## config.mk

```make
export PLATFORM = sky130hd
export DESIGN_NAME = hms_clock_counter_top_flat
export DESIGN_NICKNAME = d
export VERILOG_FILES = /design/src/rtl/hms_pkg.sv /design/src/rtl/hms_req_if.sv /design/src/rtl/hms_rsp_if.sv /design/src/rtl/hms_clock_counter_top.sv /design/src/rtl/hms_count.sv /design/src/rtl/hms_fmt.sv /design/src/rtl/hms_rsp_reg.sv /design/src/flat_wrapper.sv
export SDC_FILE = /design/constraint.sdc
export NUM_CORES = 1
export LEC_CHECK = 0
export BUFFER_PORTS_ARGS = -buffer_cell sky130_fd_sc_hd__buf_4
export CORE_MARGIN = 2
export CORE_UTILIZATION = 45
export DETAILED_ROUTE_END_ITERATION = 8
export GPL_ROUTABILITY_DRIVEN = 1
export PLACE_DENSITY = 0.62
export SETUP_SLACK_MARGIN = 0.1
export SYNTH_ARGS = -nofsm -noshare
export SYNTH_HDL_FRONTEND = slang
export SYNTH_SLANG_ARGS = --single-unit
```

## constraint.sdc

```tcl
create_clock -name clock -period 11.74 [get_ports clock]
set_input_delay 1.174 -clock clock [delete_from_list [all_inputs] [get_ports clock]]
set_output_delay 1.174 -clock clock [all_outputs]
set_load 0.005 [all_outputs]
```

## src/rtl/hms_pkg.sv

```systemverilog
// Package: opcodes, time and character types, and digit helpers for the clock counter.
package hms_pkg;

   typedef enum logic [1:0] {
      OP_CLEAR = 2'd0,
      OP_SET   = 2'd1,
      OP_TICK  = 2'd2,
      OP_READ  = 2'd3
   } op_type;

   localparam logic [5:0] SEC_LIMIT    = 6'd60;
   localparam logic [6:0] MIN_LIMIT    = 7'd60;
   localparam logic [6:0] HOUR_LAST    = 7'd99;
   localparam logic [3:0] DIGIT_MAX    = 4'd9;
   localparam logic [5:0] ASCII_ZERO   = 6'd48;
   localparam logic [7:0] DIV10_MULT   = 8'd205;
   localparam int         DIV10_SHIFT  = 11;

   typedef struct packed {
      logic [6:0] hours;
      logic [6:0] minutes;
      logic [5:0] seconds;
   } time_type;

   typedef struct packed {
      logic [5:0] hour_tens;
      logic [5:0] hour_ones;
      logic [5:0] minute_tens;
      logic [5:0] minute_ones;
      logic [5:0] second_tens;
      logic [5:0] second_ones;
   } chars_type;

   function automatic logic [3:0] digit_clamp(input logic [3:0] d);
      return (d > DIGIT_MAX) ? DIGIT_MAX : d;
   endfunction

   function automatic logic [6:0] digits_to_value(input logic [3:0] tens,
                                                  input logic [3:0] ones);
      logic [3:0] t;
      logic [3:0] o;
      t = digit_clamp(tens);
      o = digit_clamp(ones);
      return {t, 3'b000} + {2'b00, t, 1'b0} + {3'b000, o};
   endfunction

   // Reciprocal multiply; exact for every 7-bit value.
   function automatic logic [3:0] div10(input logic [6:0] v);
      logic [14:0] prod;
      prod = {8'd0, v} * {7'd0, DIV10_MULT};
      return prod[14:DIV10_SHIFT];
   endfunction

   function automatic logic [3:0] mod10(input logic [6:0] v);
      logic [3:0] q;
      logic [6:0] r;
      q = div10(v);
      r = v - {q, 3'b000} - {2'b00, q, 1'b0};
      return r[3:0];
   endfunction

   function automatic logic [5:0] to_ascii(input logic [3:0] d);
      return ASCII_ZERO + {2'b00, d};
   endfunction

endpackage

```

## src/rtl/hms_req_if.sv

```systemverilog
// Interface: request channel carrying opcode and set digits.
interface hms_req_if;
   logic       valid;
   logic       ready;
   logic [1:0] opcode;
   logic [3:0] hour_tens;
   logic [3:0] hour_ones;
   logic [3:0] minute_tens;
   logic [3:0] minute_ones;

   modport source (output valid, opcode, hour_tens, hour_ones, minute_tens, minute_ones,
                   input ready);
   modport sink   (input valid, opcode, hour_tens, hour_ones, minute_tens, minute_ones,
                   output ready);
endinterface

```

## src/rtl/hms_rsp_if.sv

```systemverilog
// Interface: response channel carrying the time and its ASCII digits.
interface hms_rsp_if;
   logic       valid;
   logic       ready;
   logic [6:0] hours_now;
   logic [6:0] minutes_now;
   logic [5:0] seconds_now;
   logic [5:0] hour_tens_char;
   logic [5:0] hour_ones_char;
   logic [5:0] minute_tens_char;
   logic [5:0] minute_ones_char;
   logic [5:0] second_tens_char;
   logic [5:0] second_ones_char;

   modport source (output valid, hours_now, minutes_now, seconds_now, hour_tens_char,
                   hour_ones_char, minute_tens_char, minute_ones_char, second_tens_char,
                   second_ones_char, input ready);
   modport sink   (input valid, hours_now, minutes_now, seconds_now, hour_tens_char,
                   hour_ones_char, minute_tens_char, minute_ones_char, second_tens_char,
                   second_ones_char, output ready);
endinterface

```

## src/rtl/hms_clock_counter_top.sv

```systemverilog
// Top level of the hours / minutes / seconds clock counter.
//
// Request channel (req_port): opcode clear, set hours and minutes from four
// decimal digits, one-second tick, or read. Every request transaction returns
// exactly one response transaction on rsp_port with the time after the step
// and its six ASCII digit characters.
// The response is registered: valid in the cycle after the request is taken.
// Throughput: one transaction per cycle while not stalled; the counter update
// and the digit split fit between the request edge and the response register.
// A new request is taken whenever the response register is empty or is
// being emptied in the same cycle, so a stalled receiver holds the response
// and back-pressures the request side only while it is full.
// Reset (synchronous, active high) clears the time to 00:00:00 and empties
// the response register.
module hms_clock_counter_top (
   input logic       clock,
   input logic       reset,
   hms_req_if.sink   req_port,
   hms_rsp_if.source rsp_port
);

   logic               accept;
   logic               rsp_free;
   hms_pkg::time_type  time_next;
   hms_pkg::chars_type chars_next;
   hms_pkg::time_type  time_out;
   hms_pkg::chars_type chars_out;

   assign req_port.ready = rsp_free;
   assign accept         = req_port.valid && rsp_free;

   hms_count u_count (
      .clock       (clock),
      .reset       (reset),
      .accept      (accept),
      .opcode      (req_port.opcode),
      .hour_tens   (req_port.hour_tens),
      .hour_ones   (req_port.hour_ones),
      .minute_tens (req_port.minute_tens),
      .minute_ones (req_port.minute_ones),
      .time_next   (time_next)
   );

   hms_fmt u_fmt (
      .time_val (time_next),
      .chars    (chars_next)
   );

   hms_rsp_reg u_rsp_reg (
      .clock     (clock),
      .reset     (reset),
      .load      (accept),
      .time_val  (time_next),
      .chars     (chars_next),
      .rsp_ready (rsp_port.ready),
      .rsp_valid (rsp_port.valid),
      .free      (rsp_free),
      .time_out  (time_out),
      .chars_out (chars_out)
   );

   assign rsp_port.hours_now        = time_out.hours;
   assign rsp_port.minutes_now      = time_out.minutes;
   assign rsp_port.seconds_now      = time_out.seconds;
   assign rsp_port.hour_tens_char   = chars_out.hour_tens;
   assign rsp_port.hour_ones_char   = chars_out.hour_ones;
   assign rsp_port.minute_tens_char = chars_out.minute_tens;
   assign rsp_port.minute_ones_char = chars_out.minute_ones;
   assign rsp_port.second_tens_char = chars_out.second_tens;
   assign rsp_port.second_ones_char = chars_out.second_ones;

   a_accept_gives_rsp: assert property (@(posedge clock) disable iff (reset)
      accept |=> rsp_port.valid)
      else $error("accepted request produced no response");

   a_seconds_range: assert property (@(posedge clock) disable iff (reset)
      rsp_port.valid |-> (rsp_port.seconds_now < hms_pkg::SEC_LIMIT))
      else $error("seconds out of range");

   a_hours_range: assert property (@(posedge clock) disable iff (reset)
      rsp_port.valid |-> (rsp_port.hours_now <= hms_pkg::HOUR_LAST))
      else $error("hours out of range");

   a_clear_zero: assert property (@(posedge clock) disable iff (reset)
      (accept && (req_port.opcode == hms_pkg::OP_CLEAR)) |=>
         (rsp_port.hours_now == 7'd0 && rsp_port.minutes_now == 7'd0
          && rsp_port.seconds_now == 6'd0))
      else $error("clear did not zero the time");

   a_stall_holds: assert property (@(posedge clock) disable iff (reset)
      (rsp_port.valid && !rsp_port.ready) |=> $stable(time_out))
      else $error("stalled response changed");

endmodule

```

## src/rtl/hms_count.sv

```systemverilog
// Time counter: holds hours, minutes, seconds and computes the next time per opcode.
module hms_count (
   input  logic              clock,
   input  logic              reset,
   input  logic              accept,
   input  logic [1:0]        opcode,
   input  logic [3:0]        hour_tens,
   input  logic [3:0]        hour_ones,
   input  logic [3:0]        minute_tens,
   input  logic [3:0]        minute_ones,
   output hms_pkg::time_type time_next
);

   hms_pkg::time_type time_ff;
   hms_pkg::time_type time_in;
   logic [5:0]        sec_inc;
   logic [6:0]        min_step;

   always_comb begin
      time_in  = time_ff;
      sec_inc  = time_ff.seconds + 6'd1;
      min_step = time_ff.minutes;
      case (hms_pkg::op_type'(opcode))
         hms_pkg::OP_CLEAR: begin
            time_in = '0;
         end
         hms_pkg::OP_SET: begin
            time_in.hours   = hms_pkg::digits_to_value(hour_tens, hour_ones);
            time_in.minutes = hms_pkg::digits_to_value(minute_tens, minute_ones);
            time_in.seconds = '0;
         end
         hms_pkg::OP_TICK: begin
            if (sec_inc >= hms_pkg::SEC_LIMIT) begin
               time_in.seconds = '0;
               min_step        = time_ff.minutes + 7'd1;
            end else begin
               time_in.seconds = sec_inc;
            end
            if (min_step >= hms_pkg::MIN_LIMIT) begin
               time_in.minutes = '0;
               time_in.hours   = (time_ff.hours >= hms_pkg::HOUR_LAST) ? 7'd0
                                                                     : time_ff.hours + 7'd1;
            end else begin
               time_in.minutes = min_step;
            end
         end
         default: begin
            time_in = time_ff;
         end
      endcase
   end

   always_ff @(posedge clock) begin
      if (reset) begin
         time_ff <= '0;
      end else if (accept) begin
         time_ff <= time_in;
      end
   end

   assign time_next = time_in;

endmodule

```

## src/rtl/hms_fmt.sv

```systemverilog
// Formatter: splits the time into decimal digits and maps them to ASCII.
module hms_fmt (
   input  hms_pkg::time_type  time_val,
   output hms_pkg::chars_type chars
);

   logic [6:0] sec_wide;

   assign sec_wide = {1'b0, time_val.seconds};

   always_comb begin
      chars.hour_tens   = hms_pkg::to_ascii(hms_pkg::div10(time_val.hours));
      chars.hour_ones   = hms_pkg::to_ascii(hms_pkg::mod10(time_val.hours));
      chars.minute_tens = hms_pkg::to_ascii(hms_pkg::div10(time_val.minutes));
      chars.minute_ones = hms_pkg::to_ascii(hms_pkg::mod10(time_val.minutes));
      chars.second_tens = hms_pkg::to_ascii(hms_pkg::div10(sec_wide));
      chars.second_ones = hms_pkg::to_ascii(hms_pkg::mod10(sec_wide));
   end

endmodule

```

## src/rtl/hms_rsp_reg.sv

```systemverilog
// Response register: holds one transaction until the receiver takes it.
module hms_rsp_reg (
   input  logic               clock,
   input  logic               reset,
   input  logic               load,
   input  hms_pkg::time_type  time_val,
   input  hms_pkg::chars_type chars,
   input  logic               rsp_ready,
   output logic               rsp_valid,
   output logic               free,
   output hms_pkg::time_type  time_out,
   output hms_pkg::chars_type chars_out
);

   logic               valid_ff;
   logic               valid_in;
   hms_pkg::time_type  time_ff;
   hms_pkg::chars_type chars_ff;

   assign free     = !valid_ff || rsp_ready;
   assign valid_in = load || (valid_ff && !rsp_ready);

   always_ff @(posedge clock) begin
      if (reset) begin
         valid_ff <= 1'b0;
      end else begin
         valid_ff <= valid_in;
      end
   end

   always_ff @(posedge clock) begin
      if (load) begin
         time_ff  <= time_val;
         chars_ff <= chars;
      end
   end

   assign rsp_valid = valid_ff;
   assign time_out  = time_ff;
   assign chars_out = chars_ff;

endmodule
```

## src/flat_wrapper.sv

```systemverilog
// flat-port wrapper written by rule: the top's interface ports become plain ports
module hms_clock_counter_top_flat 
  (clock, reset, req_port_valid, req_port_opcode, req_port_hour_tens, req_port_hour_ones, req_port_minute_tens, req_port_minute_ones, req_port_ready, rsp_port_valid, rsp_port_hours_now, rsp_port_minutes_now, rsp_port_seconds_now, rsp_port_hour_tens_char, rsp_port_hour_ones_char, rsp_port_minute_tens_char, rsp_port_minute_ones_char, rsp_port_second_tens_char, rsp_port_second_ones_char, rsp_port_ready);
  hms_req_if req_port_i ();
  hms_rsp_if rsp_port_i ();
  input logic clock;
  input logic reset;
  input wire logic [$bits(req_port_i.valid)-1:0] req_port_valid;
  input wire logic [$bits(req_port_i.opcode)-1:0] req_port_opcode;
  input wire logic [$bits(req_port_i.hour_tens)-1:0] req_port_hour_tens;
  input wire logic [$bits(req_port_i.hour_ones)-1:0] req_port_hour_ones;
  input wire logic [$bits(req_port_i.minute_tens)-1:0] req_port_minute_tens;
  input wire logic [$bits(req_port_i.minute_ones)-1:0] req_port_minute_ones;
  output wire logic [$bits(req_port_i.ready)-1:0] req_port_ready;
  output wire logic [$bits(rsp_port_i.valid)-1:0] rsp_port_valid;
  output wire logic [$bits(rsp_port_i.hours_now)-1:0] rsp_port_hours_now;
  output wire logic [$bits(rsp_port_i.minutes_now)-1:0] rsp_port_minutes_now;
  output wire logic [$bits(rsp_port_i.seconds_now)-1:0] rsp_port_seconds_now;
  output wire logic [$bits(rsp_port_i.hour_tens_char)-1:0] rsp_port_hour_tens_char;
  output wire logic [$bits(rsp_port_i.hour_ones_char)-1:0] rsp_port_hour_ones_char;
  output wire logic [$bits(rsp_port_i.minute_tens_char)-1:0] rsp_port_minute_tens_char;
  output wire logic [$bits(rsp_port_i.minute_ones_char)-1:0] rsp_port_minute_ones_char;
  output wire logic [$bits(rsp_port_i.second_tens_char)-1:0] rsp_port_second_tens_char;
  output wire logic [$bits(rsp_port_i.second_ones_char)-1:0] rsp_port_second_ones_char;
  input wire logic [$bits(rsp_port_i.ready)-1:0] rsp_port_ready;
  assign req_port_i.valid = req_port_valid;
  assign req_port_i.opcode = req_port_opcode;
  assign req_port_i.hour_tens = req_port_hour_tens;
  assign req_port_i.hour_ones = req_port_hour_ones;
  assign req_port_i.minute_tens = req_port_minute_tens;
  assign req_port_i.minute_ones = req_port_minute_ones;
  assign req_port_ready = req_port_i.ready;
  assign rsp_port_valid = rsp_port_i.valid;
  assign rsp_port_hours_now = rsp_port_i.hours_now;
  assign rsp_port_minutes_now = rsp_port_i.minutes_now;
  assign rsp_port_seconds_now = rsp_port_i.seconds_now;
  assign rsp_port_hour_tens_char = rsp_port_i.hour_tens_char;
  assign rsp_port_hour_ones_char = rsp_port_i.hour_ones_char;
  assign rsp_port_minute_tens_char = rsp_port_i.minute_tens_char;
  assign rsp_port_minute_ones_char = rsp_port_i.minute_ones_char;
  assign rsp_port_second_tens_char = rsp_port_i.second_tens_char;
  assign rsp_port_second_ones_char = rsp_port_i.second_ones_char;
  assign rsp_port_i.ready = rsp_port_ready;
  hms_clock_counter_top u_core (.clock(clock), .reset(reset), .req_port(req_port_i), .rsp_port(rsp_port_i));
endmodule
```

==> flow_summary.ini <==
[global_routing]
antenna_found_initial = 0
grt_pass1_vias = 4907
track_usage_pct = 19.83
grt_pass1_wl_microns = 23100
grt_overflow_total = 0
grt_max_degree = 49

[critical_path]
critPathBufInv = 4
worst_path_max_delay_cell = a222oi_1
worstSetupStartpointType = primary input
crit_arrival_ns = 7.34
end_kind = flip-flop
max_stage_delay_ns = 0.54
cp_top_family = adder cells
required_ns = 11.83
critical_path_peak_fanout = 4
crit_type = in -> reg
crit_top_cell = ha_1

[detailed_routing]
drt_wl_total_microns = 13630
drtIter0Drc = 273
first_pass_iters = 5
vias_per_cell = 5.451
post_drt_wl_per_cell_microns = 15.64
vias = 4748
ant_nets = 0
drc_errors = 0

[finish]
layout_common_cells = 113 x ha_1, 73 x inv_1, 68 x buf_4
drive_gt1_share_pct = 16.83
nFillCells = 1226
final_nets = 851
stdcell_count = 871
fin_util_pct = 52.62
area_growth_pct = 13.32
diodes = 0
mostFrequentLayoutCell = ha_1
final_cell_area_sq_um = 7024

[synth]
ys_types = 79
syn_area_sq_um = 6198
avgSynthCellArea_sq_um = 9.839
ys.flop_type = edfxtp_1
synth_warnings = 0
seq_area_frac_synth_pct = 27.13
synth_seq_cells = 63
syn_inst = 630
synthArstFlopShare_pct = 0
synth_edf_count = 42

[place]
io_buffers = 66
dpl.hpwl_microns = 10710
gp_congestion = 0.9138
placed_cells = 855
post-place-ws_ns = 4.109
place_area_sq_um = 6756

[power]
peakVddDrop_uv = 82.25
intPower_uw = 552.8
p_leak_uw = 0.003446
seq_power_share_pct = 34.4
power.density_nw_per_um2 = 117.6
clkPwrFrac_pct = 29.3
swShare_pct = 33.10
pwr-share-comb_pct = 36.2
power_switching_uw = 273.5

[clock_tree]
htree_levels = 3
post_cts_resized = 0
hold_buffers = 0
cts_root_buf = clkbuf_16
cts_setup_buffers = 0
cts.clk_slew.worst_paths_ns = 0.06
cts_sinks = 63
worst_skew_pair.late_latency_ns = 0.34
clock_path_buffers = 2
cts_buffers = 9
cts_tree = built

[timing]
worst_slack_ns = 4.492
worst_pin_slew_ns = 0.7652
timing.final.crit_share_pct = 61.74
relSlewSlack_pct = 48.99
min_period_ns = 7.248
setup_viol = 0
drv_slew = 0
fmax_ghz = 0.1380
grt_setup_unrepaired = false
final.setup.tns_ns = 0
finalHoldViolCount = 0
fin_skew_ns = 0.01139

[die]
start_util_pct = 46.44
io_pins = 80
die_area_sq_um = 14730
die_h_microns = 121.4
num_rows = 42
die_x_microns = 121.4
core_sq_um = 13350

[min_path]
hold_path_class = reg -> reg

[run]
cap_violations = 0

[status]
status = finished, final reports clean
[flip-flops by register name, summed over array words and instances, names as in the netlist]
register                    cells
u_core.u_rsp_reg.time_out      20
u_core.u_rsp_reg.chars_out     22
u_core.u_rsp_reg.rsp_valid      1
u_core.u_count.time_ff         20
[layout make-up]
type                       instances  area (sq um)  share of cell area (%)
multi-input combinational        472          4059                   57.78
tap                              176         220.2                   3.135
sequential                        63          1682                   23.94
clock buffer                      11         232.7                   3.313
inverter                          76         285.3                   4.061
timing repair buffer              68         510.5                   7.268
clock inverter                     5         35.03                  0.4988
[synth_stat cells, types with 3 or more instances]
library cell    n  share of area (%)
nand2_1        50                3.0
nor2_1         37                2.2
buf_4          15                1.8
nand3b_1        4               0.48
nand4_1        11                1.1
clkbuf_1       10               0.61
nor2b_1         9               0.91
dfxtp_1        21                6.8
inv_1          73                4.4
nor3_1          8               0.65
o31ai_1         3               0.36
o21a_1          3               0.36
a221oi_1        4               0.57
a21oi_1        39                3.1
and2_1          4               0.40
xor2_1         12                1.7
nand2b_1        8               0.81
a211oi_1        9                1.1
clkbuf_8        3               0.67
o21ai_0        19                1.5
nor4_1          3               0.30
edfxtp_1       42                 20
fa_1           26                8.4
ha_1          113                 23
xnor2_1        17                2.4
a31oi_1         8               0.81
nand3_1         4               0.32
a21o_1          8               0.97
[power groups by stage]
| stage | logic, uW | clock network, uW | registers (uW) |
|---|---|---|---|
| finish | 300 | 242 | 284 |
| global route | 349 | 257 | 288 |
| CTS | 306 | 249 | 285 |
| detailed placement | 303 | 0 | 288 |
| global placement | 290 | 0 | 289 |
| floorplan | 207 | 0 | 289 |
[metal layers]
metal  share of wire [%]  vias up  global-route usage [%]
li1                    -     2337                       -
met1                  43     2272                   23.87
met2                  50      121                   35.53
met3                 5.4       18                   3.900
met4                 1.7        0                   6.106
met5                   0        -                       0
[final timing paths]
| path | cells past startpoint | to | slack (ns) | start |
|---|---|---|---|---|
| worst max-delay path | 28 | u_core.u_rsp_reg.chars_out[27] | 4.49 | req_port_hour_tens[1] |
| worst min register to register | 2 | u_core.u_count.time_ff[4] | 0.52 | u_core.u_count.time_ff[4] |
| worst min-delay path | 2 | u_core.u_count.time_ff[4] | 0.52 | u_core.u_count.time_ff[4] |
| worst max register to register | 27 | u_core.u_rsp_reg.chars_out[15] | 4.50 | u_core.u_count.time_ff[7] |
[cell families after synthesis]
group | count (synthesis) | synth area share, %
buf+inv | 106 | 8.054
xor+xnor | 32 | 4.986
flops | 63 | 27.13
other cells | 2 | 0.1212
fa+ha+maj | 139 | 31.21
compound gates | 133 | 16.05
simple gates | 155 | 12.45
[worst reg2reg max path: stages, from the launching register on]
cell      delay, ns
dfxtp_1        0.51
ha_1           0.43
inv_1          0.10
nor4_1         0.37
a21oi_2        0.13
xnor2_1        0.19
nor2_1         0.46
nand2_1        0.20
o31ai_1        0.28
a32o_1         0.38
ha_1           0.30
ha_1           0.32
fa_1           0.54
inv_1          0.05
fa_1           0.52
inv_1          0.04
ha_1           0.29
a31oi_1        0.20
nor2_1         0.06
nor2_1         0.09
nand2_1        0.08
a31oi_1        0.22
inv_1          0.07
a21oi_1        0.18
xnor2_1        0.18
ha_1           0.29
a21boi_1       0.17
xnor3_1        0.32
[through the flow]
step / hold slack (ns) / power [uW]
6_report: 0.5226 / 826.3
5_1_grt: 0.5678 / 893.6
4_1_cts: 0.5267 / 839.8
3_5_place_dp: 0.5133 / 591.4
3_3_place_gp: 0.5103 / 578.7
2_1_floorplan: 0.4755 / 495.8
No activity file was read; power rests on OpenSTA's default activity.
